File: src/sv/byte_stuff_frame_decoder_unit_assert.svh
// Assertion macros for the byte-stuffing frame decoder.
// Expects signals named clk and arst_n in the including module's scope.
`ifndef BYTE_STUFF_FRAME_DECODER_UNIT_ASSERT_SVH
`define BYTE_STUFF_FRAME_DECODER_UNIT_ASSERT_SVH

// Condition that must hold at every clock edge outside reset.
`define BSFD_ASSERT(lbl, cond, msg) \
	lbl: assert property (@(posedge clk) disable iff (!arst_n) (cond)) \
		else $error(msg);

// Implication whose consequent is checked in the cycle after the trigger.
`define BSFD_ASSERT_NEXT(lbl, trig, cons, msg) \
	lbl: assert property (@(posedge clk) disable iff (!arst_n) (trig) |=> (cons)) \
		else $error(msg);

`endif

File: src/sv/bsfd_pkg.sv
// Shared types and constants for the byte-stuffing frame decoder.
// No dependencies; imported by bsfd_step and the top level.
`default_nettype none

package bsfd_pkg;

	localparam int unsigned CfgIdxW = 2;

	typedef enum logic [CfgIdxW-1:0] {
		CFG_START  = 2'd0,
		CFG_END    = 2'd1,
		CFG_ESCAPE = 2'd2
	} cfg_reg_t;

	localparam logic [7:0] START_CODE_RST  = 8'h7E;
	localparam logic [7:0] END_CODE_RST    = 8'h7D;
	localparam logic [7:0] ESCAPE_CODE_RST = 8'h7C;

	typedef enum logic [1:0] {
		MODE_HUNT = 2'd0,
		MODE_DATA = 2'd1,
		MODE_ESC  = 2'd2
	} mode_t;

	typedef struct packed {
		logic [7:0] start_code;
		logic [7:0] end_code;
		logic [7:0] escape_code;
	} codes_t;

	typedef struct packed {
		mode_t      mode;
		logic [7:0] held_byte;
		logic       held_valid;
	} dec_state_t;

	typedef struct packed {
		logic       emit;
		logic [7:0] data;
		logic       last;
	} dec_result_t;

endpackage

`default_nettype wire

File: src/sv/bsfd_step.sv
// One decode step: next framing state and optional result for one byte.
// Pure combinational; depends on bsfd_pkg.
`default_nettype none

module bsfd_step
	import bsfd_pkg::*;
(
	input  wire dec_state_t  cur,
	input  wire logic [7:0]  rx,
	input  wire codes_t      codes,
	output dec_state_t       nxt,
	output dec_result_t      res
);

	logic is_start;
	logic is_end;
	logic is_esc;

	assign is_start = (rx == codes.start_code);
	assign is_end   = (rx == codes.end_code);
	assign is_esc   = (rx == codes.escape_code);

	// next state
	always_comb begin
		nxt = cur;
		unique case (cur.mode)
			MODE_ESC: begin
				nxt.mode       = MODE_DATA;
				nxt.held_byte  = rx;
				nxt.held_valid = 1'b1;
			end
			MODE_DATA: begin
				if (is_end) begin
					// end test wins over escape test when codes collide
					nxt.mode       = MODE_HUNT;
					nxt.held_byte  = '0;
					nxt.held_valid = 1'b0;
				end else if (is_esc) begin
					nxt.mode = MODE_ESC;
				end else begin
					nxt.held_byte  = rx;
					nxt.held_valid = 1'b1;
				end
			end
			default: begin
				if (is_start) begin
					nxt.mode       = MODE_DATA;
					nxt.held_byte  = '0;
					nxt.held_valid = 1'b0;
				end else begin
					nxt.mode = MODE_HUNT;
				end
			end
		endcase
	end

	// result: the held byte leaves when displaced or when the frame closes
	always_comb begin
		res.data = cur.held_byte;
		res.emit = 1'b0;
		res.last = 1'b0;
		unique case (cur.mode)
			MODE_ESC: begin
				res.emit = cur.held_valid;
			end
			MODE_DATA: begin
				if (is_end) begin
					res.emit = cur.held_valid;
					res.last = 1'b1;
				end else if (!is_esc) begin
					res.emit = cur.held_valid;
				end
			end
			default: begin
				res.emit = 1'b0;
			end
		endcase
	end

endmodule

`default_nettype wire

File: src/sv/byte_stuff_frame_decoder_unit.sv
// Top level of the byte-stuffing frame decoder: channels, registers, state.
// Depends on bsfd_pkg, bsfd_step and byte_stuff_frame_decoder_unit_assert.svh.
//
//   channel | direction | handshake          | payload
//   --------+-----------+--------------------+------------------------------
//   in      | sink      | in_valid/in_stall  | rx_byte
//   out     | source    | out_valid/out_stall| payload_byte, frame_last
//   cfg     | sink      | cfg_valid/cfg_ready| cfg_index, cfg_data
//
// One byte per cycle sustained while the output is not stalled. A byte is
// held in the input register and decoded there, and the result it releases
// (if any) is written into the output register as the byte leaves the input
// register. Bytes that yield no result retire without touching the output
// register. Reset clears the codes to their defaults, the framing state to
// hunting and both valid flags.
// in_stall rises only while the output register is full and stalled and the
// byte in the input register has a result to deliver.
`default_nettype none
`include "byte_stuff_frame_decoder_unit_assert.svh"

module byte_stuff_frame_decoder_unit
	import bsfd_pkg::*;
(
	input  wire logic               clk,
	input  wire logic               arst_n,
	// input byte channel
	input  wire logic               in_valid,
	output logic                    in_stall,
	input  wire logic [7:0]         rx_byte,
	// result channel
	output logic                    out_valid,
	input  wire logic               out_stall,
	output logic [7:0]              payload_byte,
	output logic                    frame_last,
	// register write channel
	input  wire logic               cfg_valid,
	output logic                    cfg_ready,
	input  wire logic [CfgIdxW-1:0] cfg_index,
	input  wire logic [7:0]         cfg_data
);

	codes_t      codes_q;
	dec_state_t  state_q;
	dec_state_t  state_nxt;
	dec_result_t res;

	logic       valid_s1;
	logic [7:0] byte_s1;
	logic       out_free;
	logic       adv_s1;
	logic       load_s1;

	// ---------------------------------------------------------------
	// Code registers; writes to unused indexes are dropped.
	// ---------------------------------------------------------------
	assign cfg_ready = 1'b1;

	always_ff @(posedge clk or negedge arst_n) begin
		if (!arst_n) begin
			codes_q.start_code  <= START_CODE_RST;
			codes_q.end_code    <= END_CODE_RST;
			codes_q.escape_code <= ESCAPE_CODE_RST;
		end else if (cfg_valid && cfg_ready) begin
			unique case (cfg_index)
				CFG_START:  codes_q.start_code  <= cfg_data;
				CFG_END:    codes_q.end_code    <= cfg_data;
				CFG_ESCAPE: codes_q.escape_code <= cfg_data;
				default:    ;
			endcase
		end
	end

	// ---------------------------------------------------------------
	// Stage 1: input register. The held byte advances when it has no
	// result or when the output register can take one.
	// ---------------------------------------------------------------
	assign out_free = !out_valid || !out_stall;
	assign adv_s1   = valid_s1 && (!res.emit || out_free);
	assign in_stall = valid_s1 && !adv_s1;
	assign load_s1  = in_valid && !in_stall;

	always_ff @(posedge clk or negedge arst_n) begin
		if (!arst_n) begin
			valid_s1 <= 1'b0;
		end else if (load_s1) begin
			valid_s1 <= 1'b1;
		end else if (adv_s1) begin
			valid_s1 <= 1'b0;
		end
	end

	always_ff @(posedge clk) begin
		if (load_s1) begin
			byte_s1 <= rx_byte;
		end
	end

	// ---------------------------------------------------------------
	// Decode and framing state
	// ---------------------------------------------------------------
	bsfd_step u_step (
		.cur   (state_q),
		.rx    (byte_s1),
		.codes (codes_q),
		.nxt   (state_nxt),
		.res   (res)
	);

	always_ff @(posedge clk or negedge arst_n) begin
		if (!arst_n) begin
			state_q.mode       <= MODE_HUNT;
			state_q.held_byte  <= '0;
			state_q.held_valid <= 1'b0;
		end else if (adv_s1) begin
			state_q <= state_nxt;
		end
	end

	// ---------------------------------------------------------------
	// Stage 2: output register
	// ---------------------------------------------------------------
	always_ff @(posedge clk or negedge arst_n) begin
		if (!arst_n) begin
			out_valid <= 1'b0;
		end else if (adv_s1 && res.emit) begin
			out_valid <= 1'b1;
		end else if (!out_stall) begin
			out_valid <= 1'b0;
		end
	end

	always_ff @(posedge clk) begin
		if (adv_s1 && res.emit) begin
			payload_byte <= res.data;
			frame_last   <= res.last;
		end
	end

	// ---------------------------------------------------------------
	// Checks
	// ---------------------------------------------------------------
	`BSFD_ASSERT(a_held_only_in_frame, !state_q.held_valid || state_q.mode != MODE_HUNT, "held byte while hunting")
	`BSFD_ASSERT(a_stall_cause, !in_stall || (out_valid && out_stall && res.emit), "input stalled without a blocked result")
	`BSFD_ASSERT(a_emit_needs_held, !(valid_s1 && res.emit) || state_q.held_valid, "result without a held byte")
	`BSFD_ASSERT_NEXT(a_last_closes, adv_s1 && res.emit && res.last, state_q.mode == MODE_HUNT && !state_q.held_valid, "frame not closed after last byte")

endmodule

`default_nettype wire
File: config.mk
export PLATFORM = sky130hd
export DESIGN_NAME = byte_stuff_frame_decoder_unit
export DESIGN_NICKNAME = d
export VERILOG_FILES = /design/src/sv/bsfd_pkg.sv /design/src/sv/bsfd_step.sv /design/src/sv/byte_stuff_frame_decoder_unit.sv
export VERILOG_INCLUDE_DIRS = /design/src /design/src/sv
export SDC_FILE = /design/constraint.sdc
export NUM_CORES = 1
export LEC_CHECK = 0
export BUFFER_PORTS_ARGS = -buffer_cell sky130_fd_sc_hd__buf_4
export CAP_MARGIN = 20
export CORE_ASPECT_RATIO = 0.7
export CORE_MARGIN = 8
export CORE_UTILIZATION = 50
export DETAILED_ROUTE_END_ITERATION = 8
export PLACE_DENSITY = 0.71
export SKIP_CTS_REPAIR_TIMING = 1
export SLEW_MARGIN = 5
export SYNTH_ARGS = -nofsm -noshare
export SYNTH_HDL_FRONTEND = slang
export SYNTH_SLANG_ARGS = --single-unit
File: constraint.sdc
create_clock -name clk -period 2.6 [get_ports clk]
set_input_delay 0.39 -clock clk [delete_from_list [all_inputs] [get_ports clk]]
set_output_delay 0.39 -clock clk [all_outputs]
set_load 0.01 [all_outputs]
==> reports/qor.csv, run 1 <==
stage;metric;value;unit
power_and_ir_drop;power_density;667.7;mW/mm^2
routing;avgRoutedWirePerCell;17.51;microns
worst_setup_path;crit_arrival;2080;ps
global_routing;grt_pass1_wl;7762;microns
power_and_ir_drop;seqPwrFrac;0.607;
routing;vias;1440;
die;dieArea;0.007357;sq mm
yosys;synth_edf_count;17;
power_and_ir_drop;power;1896;uW
die;start_util;0.5116;
finish;final_nets;241;
finish;final_cell_mix;36 x buf_4, 25 x mux2_2, 20 x dfrtp_1;
worst_setup_path;worst-path-buf-inv;1;
timing;tightest_slew;792.8;ps
worst_setup_path;cpLargestDelayFamily;simple AND/OR/NAND/NOR gates;
clock_tree;root_buffer;clkbuf_8;
global_routing;grt-ovfl-total;0;
worst_setup_path;rrSetupSlack;360;ps
worst_setup_path;worstPathRequired;2210;ps
hold_path;hp-class;in2async;
finish;drive_above_1_share;0.4378;
worst_setup_path;slowest_stage;edfxtp_1;
timing;fmax;0.4057;GHz
worst_setup_path;crit_type;reg2out;
finish;area.growth.synth_to_final;17.37;%
timing;finalMaxSlewViolations;0;
global_routing;first_global_vias;1575;
clock_tree;clkTransAtPathRegs;100;ps
finish;finalNonFillerCells;274;
power_and_ir_drop;swShare;0.2620;
placement;io_buffers;33;
run;cap_violations;0;
power_and_ir_drop;clkPwrFrac;0.243;
worst_setup_path;rr_endpoint;state_q[9];
routing;final_antenna_net_count;0;
worst_setup_path;reg2reg_from;byte_s1[5];
routing;viasPerCell;5.255;
timing;hold_violations;0;
routing;drt_iter0_drc;134;
worst_setup_path;path_max_fanout;4;
worst_setup_path;crit_chain;xor2_1, nor4_1, nand2_1, o21ai_2, a211oi_2, buf_4;
power_and_ir_drop;p_leak;0.001211;uW
routing;wl;4799;microns
timing;timing.final.crit_period;2465;ps
yosys;ys_ff_latch;54;
yosys;synth.avg_cell_area;13.83;sq um
finish;diodes;0;
die;die_h;74.21;microns
global_routing;track_usage;0.1387;
worst_setup_path;crit_path_end_kind;output pin;
die;die-width;99.15;microns
global_routing;antenna_found_initial;0;
routing;firstDrtPassIters;4;
yosys;syn_nets;200;
yosys;synth_cells;175;
placement;dp.cells;266;
timing;slew_headroom;0.4692;
timing;skew;9.895;ps
timing;finalCritPeriodShare;0.9481;
power_and_ir_drop;peakVddDrop;0.3439;mV
yosys;seq_area_frac_synth;0.6024;
placement;gp_congestion;0.9110;
run_status;outcome;completed;
clock_tree;cts_tree;yes;
timing;rsz0062_at_grt;false;
finish;final_common_cell;buf_4;
die;rows;21;
worst_setup_path;ff2ff_path_depth;6;
finish;fillers;401;
power_and_ir_drop;p_int;1399;uW
yosys;ys_warn_count;0;
yosys;synth.distinct_cells;34;
timing;setup_viol;0;
routing;drc;0;
placement;dp_hpwl;3652;microns
yosys;synthFlopType;dfrtp_1;
power_and_ir_drop;combPwrFrac;0.150;
clock_tree;ctsHtreeMaxLevel;2;
clock_tree;clk_latency;310;ps
yosys;async_flop_share;0.6852;
worst_setup_path;max_stage_delay;490;ps
clock_tree;cts.sinks;54;
die;core-area;0.004730;sq mm
timing;fin_tns_setup;0;ps
die;ios;35;
clock_tree;cts_buffers;5;
clock_tree;cts_max_path_buffers;2;
yosys;syn-cell-area;0.002420;sq mm
power_and_ir_drop;p_switching;496.8;uW
global_routing;grt_max_degree;38;
worst_setup_path;start_kind;flop;
[synth_stat cells, drive strengths merged (2+ instances only)]
| cell | n | share of area |
|---|---|---|
| a21oi | 3 | 0.0062 |
| mux2 | 27 | 0.13 |
| ha | 2 | 0.010 |
| buf | 2 | 0.0078 |
| xnor2 | 8 | 0.029 |
| dfrtp | 20 | 0.21 |
| nand2 | 16 | 0.025 |
| nor2 | 2 | 0.0072 |
| inv | 11 | 0.017 |
| nand3b | 2 | 0.0062 |
| o21ai | 4 | 0.0083 |
| xor2 | 16 | 0.058 |
| nand4 | 2 | 0.010 |
| nor2b | 3 | 0.0078 |
| nor4 | 4 | 0.010 |
| edfxtp | 17 | 0.21 |
| mux2i | 8 | 0.033 |
| dfstp | 17 | 0.18 |
[layout make-up]
cell class,instances,area [sq um],share of cell area
clock buffer,5,68.82,0.02423
clock inverter,3,16.27,0.005727
inverter,11,41.29,0.01454
multi-input combinational,108,914.6,0.3220
sequential,54,1458,0.5132
tap,57,71.32,0.02511
timing repair buffer,36,270.3,0.09515
[layer usage]
metal | GRT usage | part of all wire | wire, microns
met5 | 0 | 0 | 0
met3 | 0.05514 | 0.057 | 275
met1 | 0.1640 | 0.44 | 2135
met4 | 0.03005 | 0.0079 | 38
met2 | 0.2358 | 0.49 | 2349
[worst max-delay path by stage]
stage / to / depth (start not counted) / start / slack [ps]
3_5_place_dp: payload_byte[1] / 6 / byte_s1[1] / 110
3_3_place_gp: payload_byte[2] / 6 / byte_s1[1] / 220
2_1_floorplan: frame_last / 6 / codes_q[13] / 470
6_report: in_stall / 6 / byte_s1[5] / 130
4_1_cts: in_stall / 6 / byte_s1[1] / 30
5_1_grt: in_stall / 6 / byte_s1[1] / 20
[registers in the layout, summed over array words and instances (netlist names)]
register and flops:
out_valid 1, frame_last 1, state_q 11, codes_q 24
valid_s1 1, byte_s1 8, payload_byte 8
[power by group through the flow]
stage | clock (uW) | sequential [uW] | combinational [uW]
detailed placement | 0 | 1170 | 287
global route | 503 | 1170 | 315
finish | 461 | 1150 | 284
floorplan | 0 | 1140 | 207
CTS | 468 | 1150 | 288
global placement | 0 | 1160 | 275
[through the flow]
step	worst slack (ps)	cell area, sq um	utilization	hold slack, ps
2_1_floorplan	474.2	2420	-	94.41
4_1_cts	32.13	2828	0.5979	41.62
6_report	134.9	2840	0.6005	26.51
5_1_grt	17.90	2840	0.6005	49.49
3_3_place_gp	220.5	2743	0.5799	368.9
3_5_place_dp	110.7	2743	0.5799	378.5
[cells by family after synthesis]
family	after synthesis	share of synthesized area
flip-flops	54	0.6024
multiplexers	35	0.1603
AND/OR/NAND/NOR	34	0.08169
XOR/XNOR	24	0.08687
buffers and inverters	13	0.02482
AO/OA/AOI/OAI	12	0.03206
adder cells (fa/ha/maj)	2	0.01034
other	1	0.001550
Power figures use the tool's default switching activity.
==> run 2, diff against run 1 <==
--- a/config.mk
+++ b/config.mk
@@ -13,6 +13,7 @@
 export CORE_UTILIZATION = 50
 export DETAILED_ROUTE_END_ITERATION = 8
 export PLACE_DENSITY = 0.71
+export RECOVER_POWER = 100
 export SKIP_CTS_REPAIR_TIMING = 1
 export SLEW_MARGIN = 5
 export SYNTH_ARGS = -nofsm -noshare
==> run 2 against run 1 <==
Compared with the run above: the flow now finishes with violations (capacitance limit, slew limit); setup slack lost 19 ps; fmax down 0.76%; total power fell by 0.12%; register-to-register slack worse by 70 ps; clock skew is 1.6 ps lower; final cell count unchanged; sequential share of layout area up 1.2 points; critical path type unchanged; largest cell class unchanged.
==> reports/qor.csv, run 2 (synthesized netlist as in run 1, its figures left out) <==
stage;metric;value;unit
run_status;outcome;finished, violations left;
run_status;failed_checks;capacitance limit, slew limit;
die;ios;35;
power_and_ir_drop;power_density;681.9;mW/mm^2
finish;top_regs;codes_q x24, state_q x11;
worst_setup_path;start_kind;flop;
global_routing;grtUsageMet2;0.2358;
power_and_ir_drop;clkPwrFrac;0.245;
routing;avgRoutedWirePerCell;17.58;microns
finish;final_common_cell;mux2_2;
worst_setup_path;cpLargestDelayFamily;simple AND/OR/NAND/NOR gates;
die;dieArea;0.007357;sq mm
clock_tree;cts_tree;yes;
die;die_h;74.21;microns
die;rows;21;
power_and_ir_drop;p_leak;0.001157;uW
timing;rsz0062_at_grt;false;
routing;firstDrtPassIters;4;
clock_tree;cts.sinks;54;
routing;drc;0;
timing;skew;8.318;ps
hold_path;holdPathStages;1;
die;core-area;0.004730;sq mm
finish;drive_above_1_share;0.3641;
hold_path;min_from;rx_byte[1];
hold_path;hp-class;in2reg;
worst_setup_path;max_stage_delay;500;ps
worst_setup_path;rr_endpoint;byte_s1[6];
timing;hold_violations;0;
hold_path;hold_end;byte_s1[1];
power_and_ir_drop;peakVddDrop;0.3441;mV
placement;dp_hpwl;3652;microns
global_routing;first_global_vias;1575;
power_and_ir_drop;p_switching;498.7;uW
finish;diodes;0;
timing;timing.final.crit_period;2484;ps
timing;finalCritPeriodShare;0.9554;
finish;largest-register;codes_q;
placement;gp_congestion;0.9110;
worst_setup_path;ff2ff_path_depth;7;
worst_setup_path;crit_arrival;2090;ps
clock_tree;cts_buffers;5;
power_and_ir_drop;p_int;1395;uW
clock_tree;root_buffer;clkbuf_8;
clock_tree;clk_latency;310;ps
timing;fmax;0.4026;GHz
placement;placed_area;0.002743;sq mm
die;die-width;99.15;microns
power_and_ir_drop;seqPwrFrac;0.608;
routing;final_antenna_net_count;0;
global_routing;grt-ovfl-total;0;
worst_setup_path;worst-path-buf-inv;1;
worst_setup_path;crit_path_end_kind;output pin;
die;start_util;0.5116;
power_and_ir_drop;swShare;0.2633;
finish;finalInstanceArea;0.002778;sq mm
routing;wl;4817;microns
clock_tree;cts_max_path_buffers;2;
global_routing;grt_max_degree;38;
clock_tree;ctsHtreeMaxLevel;2;
finish;largest_reg_flops;24;
routing;drt_iter0_drc;140;
timing;tightest_slew;1977;ps
finish;fillers;407;
worst_setup_path;slowest_stage;edfxtp_1;
finish;final_core_util;0.5873;
global_routing;antenna_found_initial;0;
timing;whs;267.9;ps
worst_setup_path;rrSetupSlack;290;ps
clock_tree;clkTransAtPathRegs;100;ps
finish;area.growth.synth_to_final;14.79;%
global_routing;use_met3;0.05514;
worst_setup_path;startpoint;byte_s1[5];
routing;viasPerCell;5.259;
power_and_ir_drop;power;1894;uW
worst_setup_path;crit_chain;xor2_1, nor4_1, nand2_1, o21ai_2, a211oi_2, buf_4;
finish;final_nets;241;
global_routing;grt_pass1_wl;7762;microns
timing;setup_viol;0;
global_routing;track_usage;0.1387;
power_and_ir_drop;combPwrFrac;0.148;
timing;fin_tns_setup;0;ps
worst_setup_path;path_max_fanout;4;
placement;io_buffers;33;
timing;slew_headroom;-0.3177;
timing;finalMaxSlewViolations;38;
worst_setup_path;worstPathRequired;2210;ps
worst_setup_path;crit_type;reg2out;
routing;vias;1441;
worst_setup_path;reg2reg_from;byte_s1[5];
global_routing;grt_use_met1;0.1640;
finish;final_cell_mix;24 x mux2_2, 20 x dfrtp_1, 17 x edfxtp_1, 17 x dfstp_2;
run;cap_violations;1;
global_routing;grt.busiest_layer;met2;
-- run 2: cell types whose count changed in the layout (fill, tap and decap cells not counted) --
cell      change
buf_4        -23
clkbuf_1     +13
clkbuf_2      +2
clkbuf_4      +8
mux2_1        +2
mux2_2        -1
mux2_4        -1
nor3b_1       +1
nor3b_2       -1
-- run 2: power by group through the flow --
stage	clock [uW]	sequential, uW	combinational (uW)
floorplan	0	1140	207
global placement	0	1160	275
detailed placement	0	1170	287
CTS	468	1150	288
global route	503	1170	310
finish	463	1150	280
-- run 2: final cells by class --
class	instances	area, sq um	share of cell area
multi-input combinational	108	905.9	0.3261
tap	57	71.32	0.02568
clock inverter	3	16.27	0.005856
timing repair buffer	36	216.5	0.07793
clock buffer	5	68.82	0.02477
inverter	11	41.29	0.01486
sequential	54	1458	0.5248
-- run 2: stage by stage --
stage	worst slack, ps	instances
6_report	116.0	274
5_1_grt	17.90	274
4_1_cts	32.13	274
3_5_place_dp	110.7	266
3_3_place_gp	220.5	266
2_1_floorplan	474.2	175
-- run 2: how the worst max path moves through the flow --
stage	endpoint	slack (ps)	cells after the start
final	in_stall	120	6
after global routing	in_stall	20	6
after CTS	in_stall	30	6
after detailed placement	payload_byte[1]	110	6
after global placement	payload_byte[2]	220	6
after floorplan	frame_last	470	6
-- run 2: worst register-to-register path: stages, from the launching register on --
cell and delay [ps]:
edfxtp_1 500, xor2_1 210, nor4_1 380, nand2_1 210, o21ai_2 210, a211oi_2 110
nor2b_1 130, clkbuf_2 250
-- run 2: metal layers --
metal / part of all wire / wire length (microns)
met5: 0 / 0
met4: 0.0077 / 37
met3: 0.055 / 265
met2: 0.49 / 2353
met1: 0.45 / 2160
==> run 3, diff against run 2 <==
--- a/config.mk
+++ b/config.mk
@@ -6,11 +6,13 @@
 export SDC_FILE = /design/constraint.sdc
 export NUM_CORES = 1
 export LEC_CHECK = 0
+export ABC_AREA = 1
 export BUFFER_PORTS_ARGS = -buffer_cell sky130_fd_sc_hd__buf_4
 export CAP_MARGIN = 20
 export CORE_ASPECT_RATIO = 0.7
 export CORE_MARGIN = 8
 export CORE_UTILIZATION = 50
+export CTS_CLUSTER_DIAMETER = 30
 export DETAILED_ROUTE_END_ITERATION = 8
 export PLACE_DENSITY = 0.71
 export RECOVER_POWER = 100
==> run 3 against run 2 <==
Compared with the run above: the run still ends with capacitance limit, slew limit left; design area up 8.5%; register-to-register slack improved by 110 ps; routed wire length rose by 9.8%; setup slack better by 50 ps; clock power increased by 21%; utilization is 1.1 points lower; hold slack is essentially flat; global-route usage shrank 0.17 points; clock skew about the same.
==> reports/qor.csv, run 3 <==
stage;metric;value;unit
timing;finalCritPeriodShare;0.9361;
clock_tree;cts_buffers;5;
routing;drt_iter0_drc;71;
hold_path;holdPathStages;1;
die;die_h;77.63;microns
finish;top_regs;codes_q x24, state_q x11;
placement;io_buffers;33;
placement;placed_area;0.002964;sq mm
yosys;synth_most_common_cell;nand2_1;
worst_setup_path;crit_arrival;2040;ps
routing;drc;0;
clock_tree;ctsHtreeMaxLevel;2;
yosys;synth_top_area_share;0.1882;
run_status;failed_checks;capacitance limit, slew limit;
timing;setup_viol;0;
run_status;outcome;finished, violations left;
worst_setup_path;crit_type;reg2out;
hold_path;min_from;rx_byte[0];
worst_setup_path;start_kind;flop;
power_and_ir_drop;p_switching;508.1;uW
power_and_ir_drop;combPwrFrac;0.150;
finish;finalNonFillerCells;395;
power_and_ir_drop;seqPwrFrac;0.554;
timing;hold_violations;0;
global_routing;first_global_vias;1851;
power_and_ir_drop;swShare;0.2674;
clock_tree;cts_tree;yes;
yosys;ys_top_cells_by_area;edfxtp_1 19%, dfrtp_1 18%, dfstp_2 16%, nand2_1 13%, xnor2_1 5.2%;
clock_tree;cts_max_path_buffers;2;
die;core-area;0.005230;sq mm
yosys;yosysTopAreaCell;edfxtp_1;
global_routing;track_usage;0.1369;
routing;final_antenna_net_count;0;
finish;drive_above_1_share;0.2136;
finish;finalInstanceArea;0.003013;sq mm
timing;skew;8.380;ps
run;cap_violations;1;
routing;vias;1940;
routing;avgRoutedWirePerCell;13.39;microns
finish;final_cell_mix;92 x nand2_1, 28 x inv_1, 24 x o21ai_0;
finish;area.growth.synth_to_final;11.07;%
placement;gp_congestion;0.8407;
die;ios;35;
global_routing;grt_max_degree;38;
global_routing;grt_pass1_wl;8928;microns
yosys;syn-cell-area;0.002713;sq mm
finish;final_common_cell;nand2_1;
finish;largest-register;codes_q;
power_and_ir_drop;power;1900;uW
hold_path;hp-class;in2reg;
yosys;synth_edf_count;17;
hold_path;hold_end;byte_s1[0];
finish;multiInputGateArea;0.001015;sq mm
worst_setup_path;crit_path_end_kind;output pin;
worst_setup_path;path_max_fanout;5;
timing;fmax;0.4108;GHz
yosys;syn_nets;320;
timing;slew_headroom;-0.3286;
die;dieArea;0.008076;sq mm
worst_setup_path;rr_endpoint;payload_byte[7];
finish;largest_reg_flops;24;
worst_setup_path;startpoint;byte_s1[3];
routing;viasPerCell;4.911;
yosys;synth_cells;295;
power_and_ir_drop;p_leak;0.001364;uW
finish;final_core_util;0.5761;
routing;firstDrtPassIters;4;
yosys;async_flop_share;0.6852;
power_and_ir_drop;p_int;1392;uW
global_routing;antenna_found_initial;0;
placement;dp_hpwl;3999;microns
timing;timing.final.crit_period;2434;ps
placement;dp.cells;387;
timing;fin_tns_setup;0;ps
die;start_util;0.5187;
worst_setup_path;reg2reg_from;byte_s1[5];
power_and_ir_drop;clkPwrFrac;0.295;
yosys;ys_warn_count;0;
die;rows;22;
timing;rsz0062_at_grt;false;
yosys;synth_common_cells;92 x nand2_1, 28 x inv_1, 24 x o21ai_1;
yosys;ys_ff_latch;54;
clock_tree;cts.sinks;54;
finish;fillers;486;
clock_tree;clkTransAtPathRegs;100;ps
yosys;synthFlopType;dfrtp_1;
power_and_ir_drop;power_density;630.8;mW/mm^2
die;die-width;104.0;microns
worst_setup_path;worstPathRequired;2210;ps
yosys;synth.avg_cell_area;9.195;sq um
global_routing;grt-ovfl-total;0;
routing;wl;5291;microns
finish;final_nets;347;
clock_tree;root_buffer;clkbuf_8;
clock_tree;clk_latency;320;ps
timing;finalMaxSlewViolations;38;
timing;tightest_slew;1993;ps
yosys;synth.distinct_cells;26;
worst_setup_path;ff2ff_path_depth;11;
finish;diodes;0;
power_and_ir_drop;peakVddDrop;0.3755;mV
yosys;seq_area_frac_synth;0.5374;
finish;seq_area;0.001458;sq mm
worst_setup_path;rrSetupSlack;400;ps
==> run 3: cell count changes after synthesis, moves of 6 or more <==
cell | before | now
a21oi_1 | 3 | 9
inv_1 | 11 | 28
mux2_2 | 25 | 0
mux2i_1 | 8 | 0
nand2_1 | 16 | 92
nand3_1 | 1 | 12
nand4_1 | 0 | 12
nor2_1 | 0 | 6
o21ai_1 | 1 | 24
xnor2_1 | 8 | 16
xor2_1 | 16 | 0
==> run 3: power groups by stage <==
stage | logic (uW) | clock network, uW | registers [uW]
5_1_grt | 323 | 599 | 1070
3_5_place_dp | 298 | 0 | 1070
4_1_cts | 300 | 573 | 1050
3_3_place_gp | 291 | 0 | 1070
6_report | 286 | 561 | 1050
2_1_floorplan | 243 | 0 | 1040
==> run 3: final cells by class <==
class | count | share of cell area
inverter | 33 | 0.04111
multi-input combinational | 193 | 0.3368
timing repair buffer | 35 | 0.07226
clock inverter | 3 | 0.01329
tap | 72 | 0.02990
sequential | 54 | 0.4838
clock buffer | 5 | 0.02284
==> run 3: metal layers <==
layer	wire length, microns	GRT usage	part of all wire
met4	91	0.06475	0.017
met1	2676	0.1926	0.51
met5	0	0	0
met3	322	0.04125	0.061
met2	2201	0.1871	0.42
==> run 3: kinds of logic after synthesis <==
group                      share of synthesized area
other                                       0.001382
buffers and inverters                        0.08302
xor gates and xnor gates                     0.05166
adders and majority gates                   0.009224
DFF                                           0.5374
and+or+nand+nor                               0.2565
AOI/OAI and AO/OA                            0.06089
==> run 3: stage by stage <==
step | hold WS (ps) | setup WS (ps)
after floorplan | 94.41 | 745.7
after global placement | 378.7 | 470.6
after detailed placement | 382.7 | 410.3
after CTS | 32.83 | 150.7
after global routing | 256.9 | 20.40
final | 267.8 | 166.0
==> run 3: worst max-delay path by stage <==
stage                  to  cells after the start
6_report         in_stall                     10
5_1_grt          in_stall                     12
4_1_cts          in_stall                     10
3_5_place_dp   frame_last                     11
3_3_place_gp   frame_last                     11
2_1_floorplan  frame_last                     11
==> run 3: worst max-delay path, cell delays in order (launching register included) <==
cell and delay (ps):
edfxtp_1 530, xnor2_1 200, nand2_1 110, nor2_4 150, nand3_1 160, nand3_2 150
nand2_1 70, inv_2 70, nand3_2 90, inv_1 90, buf_4 120
